--- config.mk ---
export PLATFORM = sky130hd
export DESIGN_NAME = overstrike_to_printer_font_filter
export DESIGN_NICKNAME = d
export VERILOG_FILES = /design/src/rtl/osf_pkg.sv /design/src/rtl/osf_front.sv /design/src/rtl/osf_cmd_queue.sv /design/src/rtl/osf_back.sv /design/src/rtl/overstrike_to_printer_font_filter.sv
export SDC_FILE = /design/constraint.sdc
export NUM_CORES = 1
export LEC_CHECK = 0
export BUFFER_PORTS_ARGS = -buffer_cell sky130_fd_sc_hd__buf_2
export CAP_MARGIN = 20
export CORE_UTILIZATION = 51
export DETAILED_ROUTE_END_ITERATION = 10
export GPL_TIMING_DRIVEN = 0
export PLACE_DENSITY = 0.66
export SLEW_MARGIN = 10
export SYNTH_ARGS = -nofsm -noshare
export SYNTH_HDL_FRONTEND = slang
export SYNTH_HIERARCHICAL = 1
export SYNTH_SLANG_ARGS = --single-unit
export TNS_END_PERCENT = 5
--- constraint.sdc ---
create_clock -name clk -period 7.2 [get_ports clk]
set_input_delay 1.8 -clock clk [delete_from_list [all_inputs] [get_ports clk]]
set_output_delay 1.8 -clock clk [all_outputs]
set_load 0.005 [all_outputs]
--- src/rtl/osf_pkg.sv ---
// Shared types, constants and escape-string tables for the overstrike font filter.
package osf_pkg;

    localparam int QDEPTH = 4;
    localparam int QPTR_W = $clog2(QDEPTH);
    localparam int QCNT_W = $clog2(QDEPTH + 1);
    localparam int CFG_IDX_W = 2;

    localparam logic [CFG_IDX_W-1:0] CFG_LANDSCAPE = 2'd0;
    localparam logic [CFG_IDX_W-1:0] CFG_CARTRIDGE = 2'd1;
    localparam logic [CFG_IDX_W-1:0] CFG_SLANTED   = 2'd2;

    localparam logic [7:0] ESC_CODE      = 8'h1B;
    localparam logic [7:0] BS_CODE       = 8'h08;
    localparam logic [7:0] UNDERSCORE    = 8'h5F;
    localparam logic [7:0] APOSTROPHE    = 8'h27;
    localparam logic [7:0] BACKQUOTE     = 8'h60;
    localparam logic [7:0] SLANTED_APOS  = 8'hA8;
    localparam logic [7:0] GRAVE_ACCENT  = 8'hA9;

    typedef enum logic [1:0] {
        FONT_ROMAN  = 2'd0,
        FONT_BOLD   = 2'd1,
        FONT_ITALIC = 2'd2
    } font_t;

    typedef enum logic [1:0] {
        PH_NONE    = 2'd0,
        PH_CHAR    = 2'd1,
        PH_CHAR_BS = 2'd2
    } phase_t;

    typedef enum logic [2:0] {
        ESC_NONE            = 3'd0,
        ESC_ITALIC_CART     = 3'd1,
        ESC_ITALIC_PLAIN    = 3'd2,
        ESC_BOLD_CART       = 3'd3,
        ESC_BOLD_PLAIN      = 3'd4,
        ESC_ROMAN_CART      = 3'd5,
        ESC_ROMAN_CART_LAND = 3'd6,
        ESC_ROMAN_PLAIN     = 3'd7
    } esc_t;

    typedef enum logic [1:0] {
        BODY_CHAR        = 2'd0,
        BODY_CHAR_BS     = 2'd1,
        BODY_STRIKE_PORT = 2'd2,
        BODY_STRIKE_LAND = 2'd3
    } body_t;

    typedef enum logic [1:0] {
        BK_IDLE = 2'd0,
        BK_ESC  = 2'd1,
        BK_BODY = 2'd2
    } bk_state_t;

    typedef struct packed {
        esc_t       esc;
        body_t      body;
        logic [7:0] ch;
    } cmd_t;

    typedef struct packed {
        logic landscape;
        logic cartridge_present;
        logic slanted_apostrophe;
    } cfg_t;

    // Index of the final byte of each font escape run.
    function automatic logic [3:0] esc_last_idx(esc_t esc);
        logic [3:0] n;
        unique case (esc)
            ESC_ITALIC_CART:     n = 4'd7;
            ESC_ITALIC_PLAIN:    n = 4'd8;
            ESC_BOLD_CART:       n = 4'd15;
            ESC_BOLD_PLAIN:      n = 4'd8;
            ESC_ROMAN_CART:      n = 4'd6;
            ESC_ROMAN_CART_LAND: n = 4'd10;
            ESC_ROMAN_PLAIN:     n = 4'd8;
            default:             n = 4'd0;
        endcase
        return n;
    endfunction

    // Strings are left-aligned in a 16-byte field, byte 0 at the top.
    function automatic logic [7:0] esc_byte(esc_t esc, logic [3:0] idx);
        logic [127:0] s;
        unique case (esc)
            ESC_ITALIC_CART:     s = {ESC_CODE, "(s1s-1B", 64'h0};
            ESC_ITALIC_PLAIN:    s = {ESC_CODE, "(s0B", ESC_CODE, "&dD", 56'h0};
            ESC_BOLD_CART:       s = {ESC_CODE, "&d@", ESC_CODE, "(s4B", ESC_CODE, "(s0s1B"};
            ESC_BOLD_PLAIN:      s = {ESC_CODE, "&d@", ESC_CODE, "(s4B", 56'h0};
            ESC_ROMAN_CART:      s = {ESC_CODE, "(s0s0B", 72'h0};
            ESC_ROMAN_CART_LAND: s = {ESC_CODE, "(s0s0B", ESC_CODE, "&d@", 40'h0};
            ESC_ROMAN_PLAIN:     s = {ESC_CODE, "(s0B", ESC_CODE, "&d@", 56'h0};
            default:             s = '0;
        endcase
        return s[{4'd15 - idx, 3'b000} +: 8];
    endfunction

    function automatic logic [4:0] body_last_idx(body_t body);
        logic [4:0] n;
        unique case (body)
            BODY_CHAR:        n = 5'd0;
            BODY_CHAR_BS:     n = 5'd1;
            BODY_STRIKE_PORT: n = 5'd19;
            BODY_STRIKE_LAND: n = 5'd19;
        endcase
        return n;
    endfunction

    // A double strike prints the char, steps back, nudges right, prints it again and nudges back.
    function automatic logic [7:0] body_byte(body_t body, logic [4:0] idx, logic [7:0] ch);
        logic [159:0] s;
        logic [7:0]   d;
        d = (body == BODY_STRIKE_LAND) ? "7" : "8";
        unique case (body)
            BODY_CHAR:    s = {ch, 152'h0};
            BODY_CHAR_BS: s = {ch, BS_CODE, 144'h0};
            default:      s = {ch, ESC_CODE, "&a-1C", ESC_CODE, "&a+", d, "H",
                               ch, ESC_CODE, "&a-", d, "H"};
        endcase
        return s[{5'd19 - idx, 3'b000} +: 8];
    endfunction

endpackage

--- src/rtl/osf_front.sv ---
// Front end: tracks pending characters and the current font, and issues print commands.
module osf_front
    import osf_pkg::*;
(
    input  logic       clk,
    input  logic       rst_n,
    input  cfg_t       cfg,
    input  logic       accept,
    input  logic       action,
    input  logic [7:0] data_byte,
    output logic       cmd_push,
    output cmd_t       cmd
);

    font_t      font_reg, font_next;
    phase_t     phase_reg, phase_next;
    logic [7:0] pend_reg, pend_next;
    logic [7:0] mapped;
    esc_t       esc;
    body_t      body;
    logic [7:0] ch;

    function automatic esc_t font_escape(font_t want, font_t cur, cfg_t c);
        esc_t e;
        if (want == cur)
        begin
            e = ESC_NONE;
        end
        else
        begin
            unique case (want)
                FONT_ITALIC: e = (c.cartridge_present && !c.landscape) ?
                                 ESC_ITALIC_CART : ESC_ITALIC_PLAIN;
                FONT_BOLD:   e = c.cartridge_present ? ESC_BOLD_CART : ESC_BOLD_PLAIN;
                default:     e = !c.cartridge_present ? ESC_ROMAN_PLAIN :
                                 (c.landscape ? ESC_ROMAN_CART_LAND : ESC_ROMAN_CART);
            endcase
        end
        return e;
    endfunction

    always_comb
    begin
        if (data_byte == APOSTROPHE)
        begin
            mapped = cfg.slanted_apostrophe ? SLANTED_APOS : APOSTROPHE;
        end
        else if (data_byte == BACKQUOTE)
        begin
            mapped = GRAVE_ACCENT;
        end
        else
        begin
            mapped = data_byte;
        end
    end

    always_comb
    begin
        font_next  = font_reg;
        phase_next = phase_reg;
        pend_next  = pend_reg;
        esc        = ESC_NONE;
        body       = BODY_CHAR;
        ch         = pend_reg;
        cmd_push   = 1'b0;
        if (accept && action)
        begin
            unique case (phase_reg)
                PH_CHAR, PH_CHAR_BS:
                begin
                    cmd_push = 1'b1;
                    body     = (phase_reg == PH_CHAR_BS) ? BODY_CHAR_BS : BODY_CHAR;
                    // An underscore goes out as written, without touching the font.
                    if (pend_reg != UNDERSCORE)
                    begin
                        esc       = font_escape(FONT_ROMAN, font_reg, cfg);
                        font_next = FONT_ROMAN;
                    end
                end
                default:
                begin
                end
            endcase
            phase_next = PH_NONE;
        end
        else if (accept)
        begin
            unique case (phase_reg)
                PH_CHAR:
                begin
                    if (mapped == BS_CODE)
                    begin
                        phase_next = PH_CHAR_BS;
                    end
                    else
                    begin
                        cmd_push  = 1'b1;
                        pend_next = mapped;
                        if (pend_reg != UNDERSCORE)
                        begin
                            esc       = font_escape(FONT_ROMAN, font_reg, cfg);
                            font_next = FONT_ROMAN;
                        end
                    end
                end
                PH_CHAR_BS:
                begin
                    cmd_push = 1'b1;
                    if (pend_reg == UNDERSCORE)
                    begin
                        esc        = font_escape(FONT_ITALIC, font_reg, cfg);
                        font_next  = FONT_ITALIC;
                        ch         = mapped;
                        phase_next = PH_NONE;
                    end
                    else if (mapped == pend_reg)
                    begin
                        if (!cfg.cartridge_present || cfg.landscape)
                        begin
                            body = cfg.landscape ? BODY_STRIKE_LAND : BODY_STRIKE_PORT;
                        end
                        else
                        begin
                            esc       = font_escape(FONT_BOLD, font_reg, cfg);
                            font_next = FONT_BOLD;
                        end
                        phase_next = PH_NONE;
                    end
                    else
                    begin
                        // Backspace over a different char: print the held char and the
                        // backspace, then hold the new char.
                        esc        = font_escape(FONT_ROMAN, font_reg, cfg);
                        font_next  = FONT_ROMAN;
                        body       = BODY_CHAR_BS;
                        pend_next  = mapped;
                        phase_next = PH_CHAR;
                    end
                end
                default:
                begin
                    pend_next  = mapped;
                    phase_next = PH_CHAR;
                end
            endcase
        end
    end

    assign cmd = '{esc: esc, body: body, ch: ch};

    always_ff @(posedge clk or negedge rst_n)
    begin
        if (!rst_n)
        begin
            font_reg  <= FONT_ROMAN;
            phase_reg <= PH_NONE;
            pend_reg  <= 8'h00;
        end
        else
        begin
            font_reg  <= font_next;
            phase_reg <= phase_next;
            pend_reg  <= pend_next;
        end
    end

    a_escape_changes_font: assert property (@(posedge clk) disable iff (!rst_n)
        (cmd_push && cmd.esc != ESC_NONE) |=> (font_reg != $past(font_reg)))
        else $error("font escape issued without a font change");

endmodule

--- src/rtl/osf_cmd_queue.sv ---
// Short command queue between the front end and the byte sequencer.
module osf_cmd_queue
    import osf_pkg::*;
(
    input  logic clk,
    input  logic rst_n,
    input  logic push,
    input  cmd_t push_cmd,
    output logic full,
    input  logic pop,
    output logic head_valid,
    output cmd_t head_cmd
);

    cmd_t              slot_reg [QDEPTH];
    logic [QPTR_W-1:0] wr_ptr_reg, rd_ptr_reg;
    logic [QCNT_W-1:0] count_reg, count_next;
    logic              wr_en, rd_en;

    assign full       = (count_reg == QCNT_W'(QDEPTH));
    assign head_valid = (count_reg != '0);
    assign head_cmd   = slot_reg[rd_ptr_reg];
    assign wr_en      = push && !full;
    assign rd_en      = pop && head_valid;

    always_comb
    begin
        unique case ({wr_en, rd_en})
            2'b10:   count_next = count_reg + 1'b1;
            2'b01:   count_next = count_reg - 1'b1;
            default: count_next = count_reg;
        endcase
    end

    always_ff @(posedge clk)
    begin
        if (wr_en)
        begin
            slot_reg[wr_ptr_reg] <= push_cmd;
        end
    end

    always_ff @(posedge clk or negedge rst_n)
    begin
        if (!rst_n)
        begin
            wr_ptr_reg <= '0;
            rd_ptr_reg <= '0;
            count_reg  <= '0;
        end
        else
        begin
            if (wr_en)
            begin
                wr_ptr_reg <= wr_ptr_reg + 1'b1;
            end
            if (rd_en)
            begin
                rd_ptr_reg <= rd_ptr_reg + 1'b1;
            end
            count_reg <= count_next;
        end
    end

    a_count_tracks: assert property (@(posedge clk) disable iff (!rst_n)
        (wr_en && !rd_en) |=> (count_reg == $past(count_reg) + 1'b1))
        else $error("queue count did not follow a lone write");

endmodule

--- src/rtl/osf_back.sv ---
// Back end: expands each command into escape and text bytes, one byte per cycle while pop is high.
module osf_back
    import osf_pkg::*;
(
    input  logic       clk,
    input  logic       rst_n,
    input  logic       q_valid,
    input  cmd_t       q_cmd,
    output logic       q_pop,
    output logic       empty,
    input  logic       pop,
    output logic [7:0] out_byte,
    output logic       last
);

    bk_state_t  state_reg, state_next;
    cmd_t       cmd_reg, cmd_next;
    logic [4:0] idx_reg, idx_next;
    logic       load;

    assign empty    = (state_reg == BK_IDLE);
    assign last     = (state_reg == BK_BODY) && (idx_reg == body_last_idx(cmd_reg.body));
    assign out_byte = (state_reg == BK_ESC) ? esc_byte(cmd_reg.esc, idx_reg[3:0]) :
                      body_byte(cmd_reg.body, idx_reg, cmd_reg.ch);

    always_comb
    begin
        state_next = state_reg;
        cmd_next   = cmd_reg;
        idx_next   = idx_reg;
        load       = 1'b0;
        unique case (state_reg)
            BK_IDLE:
            begin
                load = q_valid;
            end
            BK_ESC:
            begin
                if (pop)
                begin
                    if (idx_reg[3:0] == esc_last_idx(cmd_reg.esc))
                    begin
                        state_next = BK_BODY;
                        idx_next   = '0;
                    end
                    else
                    begin
                        idx_next = idx_reg + 1'b1;
                    end
                end
            end
            BK_BODY:
            begin
                if (pop)
                begin
                    if (last)
                    begin
                        // Take the next command straight away so bytes flow without a gap.
                        load       = q_valid;
                        state_next = BK_IDLE;
                    end
                    else
                    begin
                        idx_next = idx_reg + 1'b1;
                    end
                end
            end
            default:
            begin
                state_next = BK_IDLE;
            end
        endcase
        if (load)
        begin
            cmd_next   = q_cmd;
            idx_next   = '0;
            state_next = (q_cmd.esc != ESC_NONE) ? BK_ESC : BK_BODY;
        end
        q_pop = load;
    end

    always_ff @(posedge clk)
    begin
        cmd_reg <= cmd_next;
    end

    always_ff @(posedge clk or negedge rst_n)
    begin
        if (!rst_n)
        begin
            state_reg <= BK_IDLE;
            idx_reg   <= '0;
        end
        else
        begin
            state_reg <= state_next;
            idx_reg   <= idx_next;
        end
    end

    a_body_in_range: assert property (@(posedge clk) disable iff (!rst_n)
        (state_reg == BK_BODY) |-> (idx_reg <= body_last_idx(cmd_reg.body)))
        else $error("body index ran past the end of the command");

    a_esc_in_range: assert property (@(posedge clk) disable iff (!rst_n)
        (state_reg == BK_ESC) |->
            (cmd_reg.esc != ESC_NONE && idx_reg <= {1'b0, esc_last_idx(cmd_reg.esc)}))
        else $error("escape run out of range");

    a_no_gap: assert property (@(posedge clk) disable iff (!rst_n)
        (pop && last && q_valid) |=> !empty)
        else $error("sequencer went idle with a command waiting");

endmodule

--- src/rtl/overstrike_to_printer_font_filter.sv ---
// Top level of the overstrike-to-printer-font filter: configuration registers and wiring.
//
// Input channel: present action and data_byte with push; a request is taken at a
// clock edge where push is high and full is low. A text byte may be held back until
// the following byte shows whether it starts an overstrike; a flush request
// (action = 1) releases whatever is held.
// Result channel: while empty is low, out_byte and last show the oldest waiting
// byte; pop takes it. last marks the final byte caused by one request; a request
// may cause no byte at all, or up to twenty.
// Configuration: cfg_valid with cfg_index and cfg_data writes landscape (0),
// cartridge_present (1) or slanted_apostrophe (2); cfg_ready is always high.
// With the sequencer idle, the command for a request is written into the queue when the
// request is taken, then loaded into the sequencer, which drives its first byte out.
// Throughput: while pop is high the sequencer gives one byte per cycle; a request is taken
// every cycle while the four-entry command queue has room, so requests that cause one byte
// each flow at one per cycle and long escape runs hold the input back.
// If the receiver stops popping, the current byte holds, the queue fills and full rises.
// Reset sets the roman font, nothing held, landscape off, cartridge fitted and
// plain apostrophes.
module overstrike_to_printer_font_filter
    import osf_pkg::*;
(
    input  logic                 clk,
    input  logic                 rst_n,
    input  logic                 push,
    output logic                 full,
    input  logic                 action,
    input  logic [7:0]           data_byte,
    output logic                 empty,
    input  logic                 pop,
    output logic [7:0]           out_byte,
    output logic                 last,
    input  logic                 cfg_valid,
    output logic                 cfg_ready,
    input  logic [CFG_IDX_W-1:0] cfg_index,
    input  logic                 cfg_data
);

    cfg_t cfg_reg;
    logic accept;
    logic cmd_push;
    cmd_t cmd;
    logic q_full;
    logic q_pop;
    logic q_valid;
    cmd_t q_cmd;

    assign cfg_ready = 1'b1;
    assign full      = q_full;
    assign accept    = push && !q_full;

    always_ff @(posedge clk or negedge rst_n)
    begin
        if (!rst_n)
        begin
            cfg_reg <= '{landscape: 1'b0, cartridge_present: 1'b1, slanted_apostrophe: 1'b0};
        end
        else if (cfg_valid)
        begin
            unique case (cfg_index)
                CFG_LANDSCAPE: cfg_reg.landscape          <= cfg_data;
                CFG_CARTRIDGE: cfg_reg.cartridge_present  <= cfg_data;
                CFG_SLANTED:   cfg_reg.slanted_apostrophe <= cfg_data;
                default:
                begin
                end
            endcase
        end
    end

    osf_front u_front (
        .clk       (clk),
        .rst_n     (rst_n),
        .cfg       (cfg_reg),
        .accept    (accept),
        .action    (action),
        .data_byte (data_byte),
        .cmd_push  (cmd_push),
        .cmd       (cmd)
    );

    osf_cmd_queue u_queue (
        .clk        (clk),
        .rst_n      (rst_n),
        .push       (cmd_push),
        .push_cmd   (cmd),
        .full       (q_full),
        .pop        (q_pop),
        .head_valid (q_valid),
        .head_cmd   (q_cmd)
    );

    osf_back u_back (
        .clk      (clk),
        .rst_n    (rst_n),
        .q_valid  (q_valid),
        .q_cmd    (q_cmd),
        .q_pop    (q_pop),
        .empty    (empty),
        .pop      (pop),
        .out_byte (out_byte),
        .last     (last)
    );

endmodule

==> impl_metrics.toml, run 1 <==
[logic_synthesis]
yosysTopAreaCellShare = 0.320
syn_avg_cell_area_um2 = 10.6
synth-edff-count = 65
syn-num-nets = 602
yosysMostFrequentCell = "edfxtp_1"
async_flop_share = 0.309
synth_common_cells = "edfxtp_1 (65), nand2_1 (37), a21oi_1 (32)"
yosys.area.top_type = "edfxtp_1"
yosys_warnings = 6
netlist_instances = 574
ys.flop_type = "edfxtp_1"
seq_area_frac_synth = 0.439
synth.distinct_cells = 88
synth.top_cells.by_area = "edfxtp_1 (32%), dfrtp_1 (11%), mux4_2 (3.0%)"
syn_area_mm2 = 0.00610
ys_ff_latch = 94

[setup_path]
r2r-end = "u_queue/count_reg[2]"
critical_path_class = "flip-flop to primary output"
worst_path_max_delay_cell = "xnor2_1"
cp.arrival_ns = 3.51
worstPathCellList = "clkbuf_1, clkinv_1, ha_1, xnor2_1, mux2i_1, a32o_1, a221oi_1, a41oi_1, buf_2"
cp_slowest_stage_delay_ns = 0.64
cp-startpoint = "u_back/idx_reg[2]"
cp_max_fo = 10
cp-start-kind = "flip-flop"
end_kind = "primary output"
reg2reg_setup_slack_ns = 3.51
crit_path_end = "out_byte[4]"
cp_data_required_time_ns = 5.40
timing.reg2reg.worst_path_depth = 13
r2r-start = "u_back/idx_reg[2]"

[sta]
timing.final.ws_setup_ns = 1.89
whs_ns = 0.505
final.setup.tns_ns = 0
maxSlewViolCount = 0
period_needed_ns = 5.31
fmax_mhz = 188
clock_skew_ns = 0.00733
setup_viol = 0
relSlewSlack = 0.437
finalCritPeriodShare = 0.738
finalHoldViolations = 0
worst_slew_pin_slew_ns = 0.841
rsz0062_at_grt = "no"

[finish]
diodes = 0
fill_cells = 962
utilization = 0.584
final_cells = 758
largest_register_ffs = 52
syn_to_final_growth_pct = 10.6
stdcell_area_mm2 = 0.00675
nets = 638
drive_gt1_frac = 0.176

[placed_design]
place_ws_ns = 2.35
place_inst = 742
dpl_cell_area_mm2 = 0.00641
port_buffers = 25
gp_congestion = 0.929
dpl.hpwl_um = 11600

[routing]
drc_errors = 2
vias = 4881
drtPass1Iterations = 8
routed_via_density = 6.44
totalWireLength_um = 15700
ant_nets = 0
drt_iter0_drc = 482
routedWlPerCell_um = 20.7

[hold_path]
min_path_type = "flip-flop to flip-flop"

[floorplanning]
die_h_um = 111
die_width_um = 111
coreArea_mm2 = 0.0116
start_util = 0.528
rows = 39
die-area_mm2 = 0.0124
io_pins = 29

[pwr]
share_seq_of_total_power = 0.284
clkPwrFrac = 0.182
switchingPower_mw = 1.26
p_comb_frac = 0.533
p_total_mw = 2.96
power_density_mw_per_mm2 = 438
leakage_nw = 2.48
p_int_mw = 1.70
max-vdd-ir-drop_mv = 0.230
swShare = 0.426

[clock_network]
cts_made_buffers = 9
ctsResizeCount = 0
cts-root-buf = "clkbuf_16"
htreeDepth = 3
clockBufferDepth = 2
clock_latency_ns = 0.34
cts_sinks = 94
ctsHoldBuffers = 0
cts_tree = "done"
clkTransAtPathRegs_ns = 0.07
post-cts-setup-buffers = 0

[global_routing]
antenna_found_initial = 0
grt_max_degree = 30
grt_pass1_wl_um = 24900
gr-total-overflow = 0
grt_pass1_vias = 4806
globalRouteTotalUtil = 0.260

[outcome]
violations = "DRC"
status = "finished, violations left"

[job]
drv_cap = 0
==> placed cells by master, fill, tap and decap left out, types with 14 or more instances in the layout <==
| cell | netlist | routed |
|---|---|---|
| edfxtp_1 | 65 | 65 |
| buf_2 | 19 | 44 |
| nand2_1 | 37 | 37 |
| a21oi_1 | 32 | 32 |
| nor2_1 | 31 | 31 |
| dfrtp_1 | 28 | 28 |
| o21ai_0 | 26 | 26 |
| inv_1 | 18 | 18 |
| mux2_2 | 15 | 15 |
| clkbuf_1 | 15 | 15 |
| nand3_1 | 15 | 15 |
| nor2b_1 | 14 | 14 |
| xnor2_1 | 14 | 14 |
==> critical path: cells and delay by family (launching register included) <==
family / cells / cell delay, ns
buf+inv: 3 / 0.85
compound gates: 3 / 0.75
xor+xnor: 1 / 0.64
fa+ha+maj: 1 / 0.42
flops: 1 / 0.35
mux: 1 / 0.16
==> how the worst min path moves through the flow <==
stage	from	endpoint	slack, ns	depth (start not counted)
floorplan	u_queue/count_reg[2]	u_queue/count_reg[2]	0.47	1
global placement	u_queue/count_reg[2]	u_queue/count_reg[2]	0.49	1
detailed placement	u_queue/count_reg[2]	u_queue/count_reg[2]	0.49	1
CTS	u_queue/count_reg[2]	u_queue/count_reg[2]	0.51	1
global route	u_queue/count_reg[2]	u_queue/count_reg[2]	0.53	1
finish	u_queue/count_reg[2]	u_queue/count_reg[2]	0.50	1
==> logic make-up after synthesis <==
logic type	share of synthesized area
compound gates	0.186
simple gates	0.182
buf+inv	0.0484
mux	0.0914
other cells	0.000614
xor+xnor	0.0287
flops	0.439
fa+ha+maj	0.0238
==> metal layers <==
metal | global-route usage | vias up | part of all wire
met5 | 0 | - | 0
met4 | 0.142 | 0 | 0.041
met3 | 0.0381 | 49 | 0.045
met2 | 0.465 | 211 | 0.52
met1 | 0.300 | 2335 | 0.40
li1 | - | 2286 | -
==> power groups by stage <==
stage               sequential [mW]  clock, mW  combinational (mW)
finish                        0.842      0.539                1.58
global route                  0.857      0.570                1.71
CTS                           0.842      0.549                1.56
detailed placement            0.853          0                1.55
global placement              0.846          0                1.54
floorplan                     0.814          0                1.13
==> final cells by class <==
type	count	area, um^2	share of cell area
multi-input combinational	418	3130	0.464
clock buffer	9	225	0.0333
timing repair buffer	25	125	0.0185
tap	143	179	0.0265
inverter	20	75.1	0.0111
clock inverter	7	120	0.0178
sequential	94	2680	0.397
buffer	42	220	0.0326
Power figures use the tool's default switching activity.
==> inputs of run 2 (changes only) <==
Settings changed: PLACE_DENSITY 0.66 to 0.69.
Clock period 7.2 ns to 4.6 ns, I/O delays scaled along.
==> impl_metrics.toml, run 2 (same netlist as run 1, synthesis figures left out) <==
[sta]
setup_viol = 0
period_needed_ns = 4.36
worst_slew_pin_slew_ns = 0.773
clock_skew_ns = 0.0112
rsz0062_at_grt = "no"
fmax_mhz = 230
relSlewSlack = 0.483
final.setup.tns_ns = 0
timing.final.ws_setup_ns = 0.244
maxSlewViolCount = 0
finalCritPeriodShare = 0.947
finalHoldViolations = 0

[global_routing]
grt_pass1_wl_um = 25000
globalRouteTotalUtil = 0.256
antenna_found_initial = 0
gr-total-overflow = 0
grt_max_degree = 30
grt_pass1_vias = 4841

[hold_path]
holdPathStages = 1
holdPathEnd = "u_queue/count_reg[2]"
min_path_type = "flip-flop to flip-flop"
min-delay-start = "u_queue/count_reg[2]"

[setup_path]
reg2reg_setup_slack_ns = 0.94
cp_data_required_time_ns = 3.45
crit_family = "buffers and inverters"
worst_path_max_delay_cell = "a221oi_1"
cp-start-kind = "flip-flop"
cp_slowest_stage_delay_ns = 0.42
r2r-start = "u_back/idx_reg[2]"
worstPathCellList = "clkbuf_1, clkinvlp_4, ha_1, xnor2_2, mux2i_1, a32o_1, a221oi_1, a41oi_1, buf_2"
cp_max_fo = 10
end_kind = "primary output"
r2r-end = "u_queue/count_reg[2]"
path_buf_inv = 3
critical_path_class = "flip-flop to primary output"
timing.reg2reg.worst_path_depth = 13
cp.arrival_ns = 3.21

[clock_network]
cts_tree = "done"
clock_latency_ns = 0.34
cts_sinks = 94
htreeDepth = 3
clkTransAtPathRegs_ns = 0.06
ctsHoldBuffers = 0
cts_made_buffers = 9
cts-root-buf = "clkbuf_16"
clockBufferDepth = 2

[routing]
drtPass1Iterations = 8
wl_met2_um = 7710
drc_errors = 4
vias = 4876
totalWireLength_um = 15200
routed_via_density = 6.43
ant_nets = 0
met3_length_um = 732
wl_met1_um = 6390
drt_iter0_drc = 482
routedWlPerCell_um = 20.1
highest_layer = "met4"

[pwr]
power_density_mw_per_mm2 = 681
leakage_nw = 2.48
max-vdd-ir-drop_mv = 0.319

[floorplanning]
coreArea_mm2 = 0.0116
die-area_mm2 = 0.0124
io_pins = 29
die_width_um = 111
die_h_um = 111
rows = 39
start_util = 0.528

[finish]
multi_input_area_mm2 = 0.00314
seqCellArea_mm2 = 0.00268
diodes = 0
syn_to_final_growth_pct = 10.8
final_cells = 758
utilization = 0.585
nets = 638
fill_cells = 974
mostFrequentLayoutCells = "edfxtp_1 (65), buf_2 (44), nand2_1 (37)"
drive_gt1_frac = 0.180
final_common_cell = "edfxtp_1"
largest_register_ffs = 52

[placed_design]
port_buffers = 25
dpl.hpwl_um = 11100
place_ws_ns = 0.386
place_inst = 742
gp_congestion = 0.950

[outcome]
violations = "DRC"
status = "finished, violations left"

[job]
drv_cap = 0
run 2: worst max-delay path by stage:
stage	start	end	slack, ns	cells after the start
floorplan	data_byte[1]	u_queue/count_reg[2]	1.27	13
global placement	u_back/idx_reg[2]	out_byte[4]	0.36	9
detailed placement	u_back/idx_reg[2]	out_byte[4]	0.39	9
CTS	u_back/idx_reg[2]	out_byte[4]	0.002	9
global route	u_back/idx_reg[2]	out_byte[4]	0.03	9
finish	u_back/idx_reg[2]	out_byte[4]	0.24	9
run 2: through the flow:
step | hold slack (ns) | power [mW] | instance area [um^2]
floorplan | 0.469 | 3.04 | 6100
finish | 0.508 | 4.61 | 6770
detailed placement | 0.502 | 3.71 | 6410
global placement | 0.486 | 3.69 | 6410
global route | 0.560 | 4.90 | 6770
CTS | 0.515 | 4.57 | 6750
run 2: worst register-to-register path, stage by stage (launching register included):
cell	delay, ns
dfrtp_1	0.39
clkbuf_1	0.21
clkinvlp_4	0.26
ha_1	0.27
nand3b_1	0.16
a21oi_1	0.16
a21o_1	0.64
o31a_1	0.37
ha_1	0.23
inv_1	0.08
fa_1	0.43
xor2_1	0.15
nor2_1	0.11
xor2_1	0.14
run 2: what timing repair did:
action	in CTS	in global routing
buffers inserted	0	0
gates resized for setup	0	4
setup endpoints to repair	0	6
run 2: cell type report:
cell class	instances	area share
plain buffers	42	0.0327
clock buffers	9	0.0333
clock inverters	7	0.0178
inverters	20	0.0116
multi-input cells	418	0.464
flip-flops and latches	94	0.396
well taps	143	0.0264
repair buffers	25	0.0185
run 2: power breakdown:
group	switching, mW	total [mW]	internal [mW]
Clock	0.314	0.846	0.533
Sequential	0.154	1.31	1.16
Combinational	1.48	2.45	0.973
run 2: layer usage:
layer  GRT usage  vias to the layer above
met5           0                        -
met1       0.310                     2373
li1            -                     2282
met3      0.0403                       35
met2       0.454                      186
met4       0.105                        0
==> inputs of run 3 (changes only) <==
Settings changed: PLACE_DENSITY 0.69 to 0.79.
==> impl_metrics.toml, run 3 (same netlist as run 1, synthesis figures left out) <==
[outcome]
status = "finished, violations left"
violations = "DRC"

[sta]
setup_viol = 0
rsz0062_at_grt = "no"
clock_skew_ns = 0.00559
final.setup.tns_ns = 0
period_needed_ns = 4.35
maxSlewViolCount = 0
finalHoldViolations = 0
finalCritPeriodShare = 0.945
timing.final.ws_setup_ns = 0.255
fmax_mhz = 230
worst_slew_pin_slew_ns = 0.836
relSlewSlack = 0.437

[clock_network]
clock_latency_ns = 0.33
ctsResizeCount = 0
cts_tree = "done"
cts_made_buffers = 9
cts_sinks = 94
htreeDepth = 3
clkTransAtPathRegs_ns = 0.06
post-cts-setup-buffers = 0
ctsHoldBuffers = 0
clockBufferDepth = 2
cts-root-buf = "clkbuf_16"

[setup_path]
end_kind = "primary output"
critical_path_class = "flip-flop to primary output"
timing.reg2reg.worst_path_depth = 13
cp_max_fo = 10
r2r-start = "u_back/idx_reg[2]"
cp_data_required_time_ns = 3.45
worstPathCellList = "clkbuf_1, clkinv_1, ha_1, clkbuf_1, nand2_1, o21ai_0, a221oi_1, a41oi_1, buf_2"
r2r-end = "u_queue/count_reg[2]"
worst_path_max_delay_cell = "ha_1"
reg2reg_setup_slack_ns = 0.97
cp_slowest_stage_delay_ns = 0.53
crit_path_frequent_cell = "clkbuf_1"
cp.arrival_ns = 3.20
cp-start-kind = "flip-flop"

[routing]
totalWireLength_um = 16000
vias = 5029
drtPass1Iterations = 9
drc_errors = 2
routedWlPerCell_um = 21.1
ant_nets = 0
drt_iter0_drc = 406
routed_via_density = 6.63

[placed_design]
port_buffers = 25
gp_congestion = 0.942
dpl.hpwl_um = 11400
place_ws_ns = 0.511

[finish]
diodes = 0
syn_to_final_growth_pct = 10.2
nets = 638
mostFrequentLayoutCells = "edfxtp_1 (65), buf_2 (44), nand2_1 (37)"
final_common_cell = "edfxtp_1"
drive_gt1_frac = 0.172
largest_register_ffs = 52
fill_cells = 929

[global_routing]
use_met1 = 0.330
grt_max_degree = 30
met3_usage = 0.0294
grt_pass1_wl_um = 26000
gr-total-overflow = 0
antenna_found_initial = 0
globalRouteTotalUtil = 0.269
grt_pass1_vias = 4920
top_usage_layer = "met2"
use_met2 = 0.471

[floorplanning]
start_util = 0.528
coreArea_mm2 = 0.0116
die_h_um = 111
die_width_um = 111
die-area_mm2 = 0.0124
io_pins = 29
rows = 39

[pwr]
p_total_mw = 4.58
max-vdd-ir-drop_mv = 0.347
power_density_mw_per_mm2 = 680
leakage_nw = 2.46

[hold_path]
holdPathEnd = "u_queue/count_reg[2]"
min_path_type = "flip-flop to flip-flop"
holdPathStages = 1
min-delay-start = "u_queue/count_reg[2]"

[job]
drv_cap = 0
run 3: changes by cell type in the layout (fill, tap and decap cells not counted), sizes merged:
cell / change
clkbuf: +5
clkinv: -1
inv: -1
clkinvlp: -1
bufinv: -2
run 3: power breakdown:
group | total [mW] | switching, mW | internal, mW
sequential | 1.32 | 0.164 | 1.16
combinational | 2.49 | 1.52 | 0.975
clock | 0.758 | 0.288 | 0.470
total | 4.58 | 1.97 | 2.60
run 3: cell type report:
type | instances | area, um^2 | share of cell area
clock inverters | 2 | 37.5 | 0.00558
clock buffers | 14 | 275 | 0.0409
plain buffers | 42 | 220 | 0.0327
multi-input cells | 418 | 3140 | 0.466
well taps | 143 | 179 | 0.0266
repair buffers | 25 | 125 | 0.0186
inverters | 20 | 75.1 | 0.0112
flip-flops and latches | 94 | 2680 | 0.398
run 3: how the worst max path moves through the flow:
stage	from	end	slack (ns)
after global routing	u_back/idx_reg[2]	out_byte[4]	0.008
after CTS	u_back/idx_reg[2]	out_byte[4]	0.12
after detailed placement	u_back/idx_reg[2]	out_byte[4]	0.51
after global placement	u_back/idx_reg[2]	out_byte[2]	0.52
after floorplan	data_byte[1]	u_queue/count_reg[2]	1.27
final	u_back/idx_reg[2]	out_byte[4]	0.25
run 3: layer usage:
metal,wire length (um),vias up
li1,-,2286
met1,6470,2473
met2,8100,228
met3,809,42
met4,637,0
met5,0,-
run 3: metrics by stage:
| step | area (um^2) | instances | hold WS, ns | utilization |
|---|---|---|---|---|
| finish | 6730 | 758 | 0.548 | 0.582 |
| global route | 6730 | 758 | 0.580 | 0.582 |
| CTS | 6720 | 758 | 0.546 | 0.581 |
| detailed placement | 6410 | 742 | 0.503 | 0.554 |
| global placement | 6410 | 742 | 0.493 | 0.554 |
| floorplan | 6100 | 574 | 0.469 | - |
run 3: critical path: cells and delay by family (launching register included):
family          cells  cell delay, ns
buf+inv             4            1.19
compound gates      3            0.64
fa+ha+maj           1            0.53
flops               1            0.35
simple gates        1            0.16
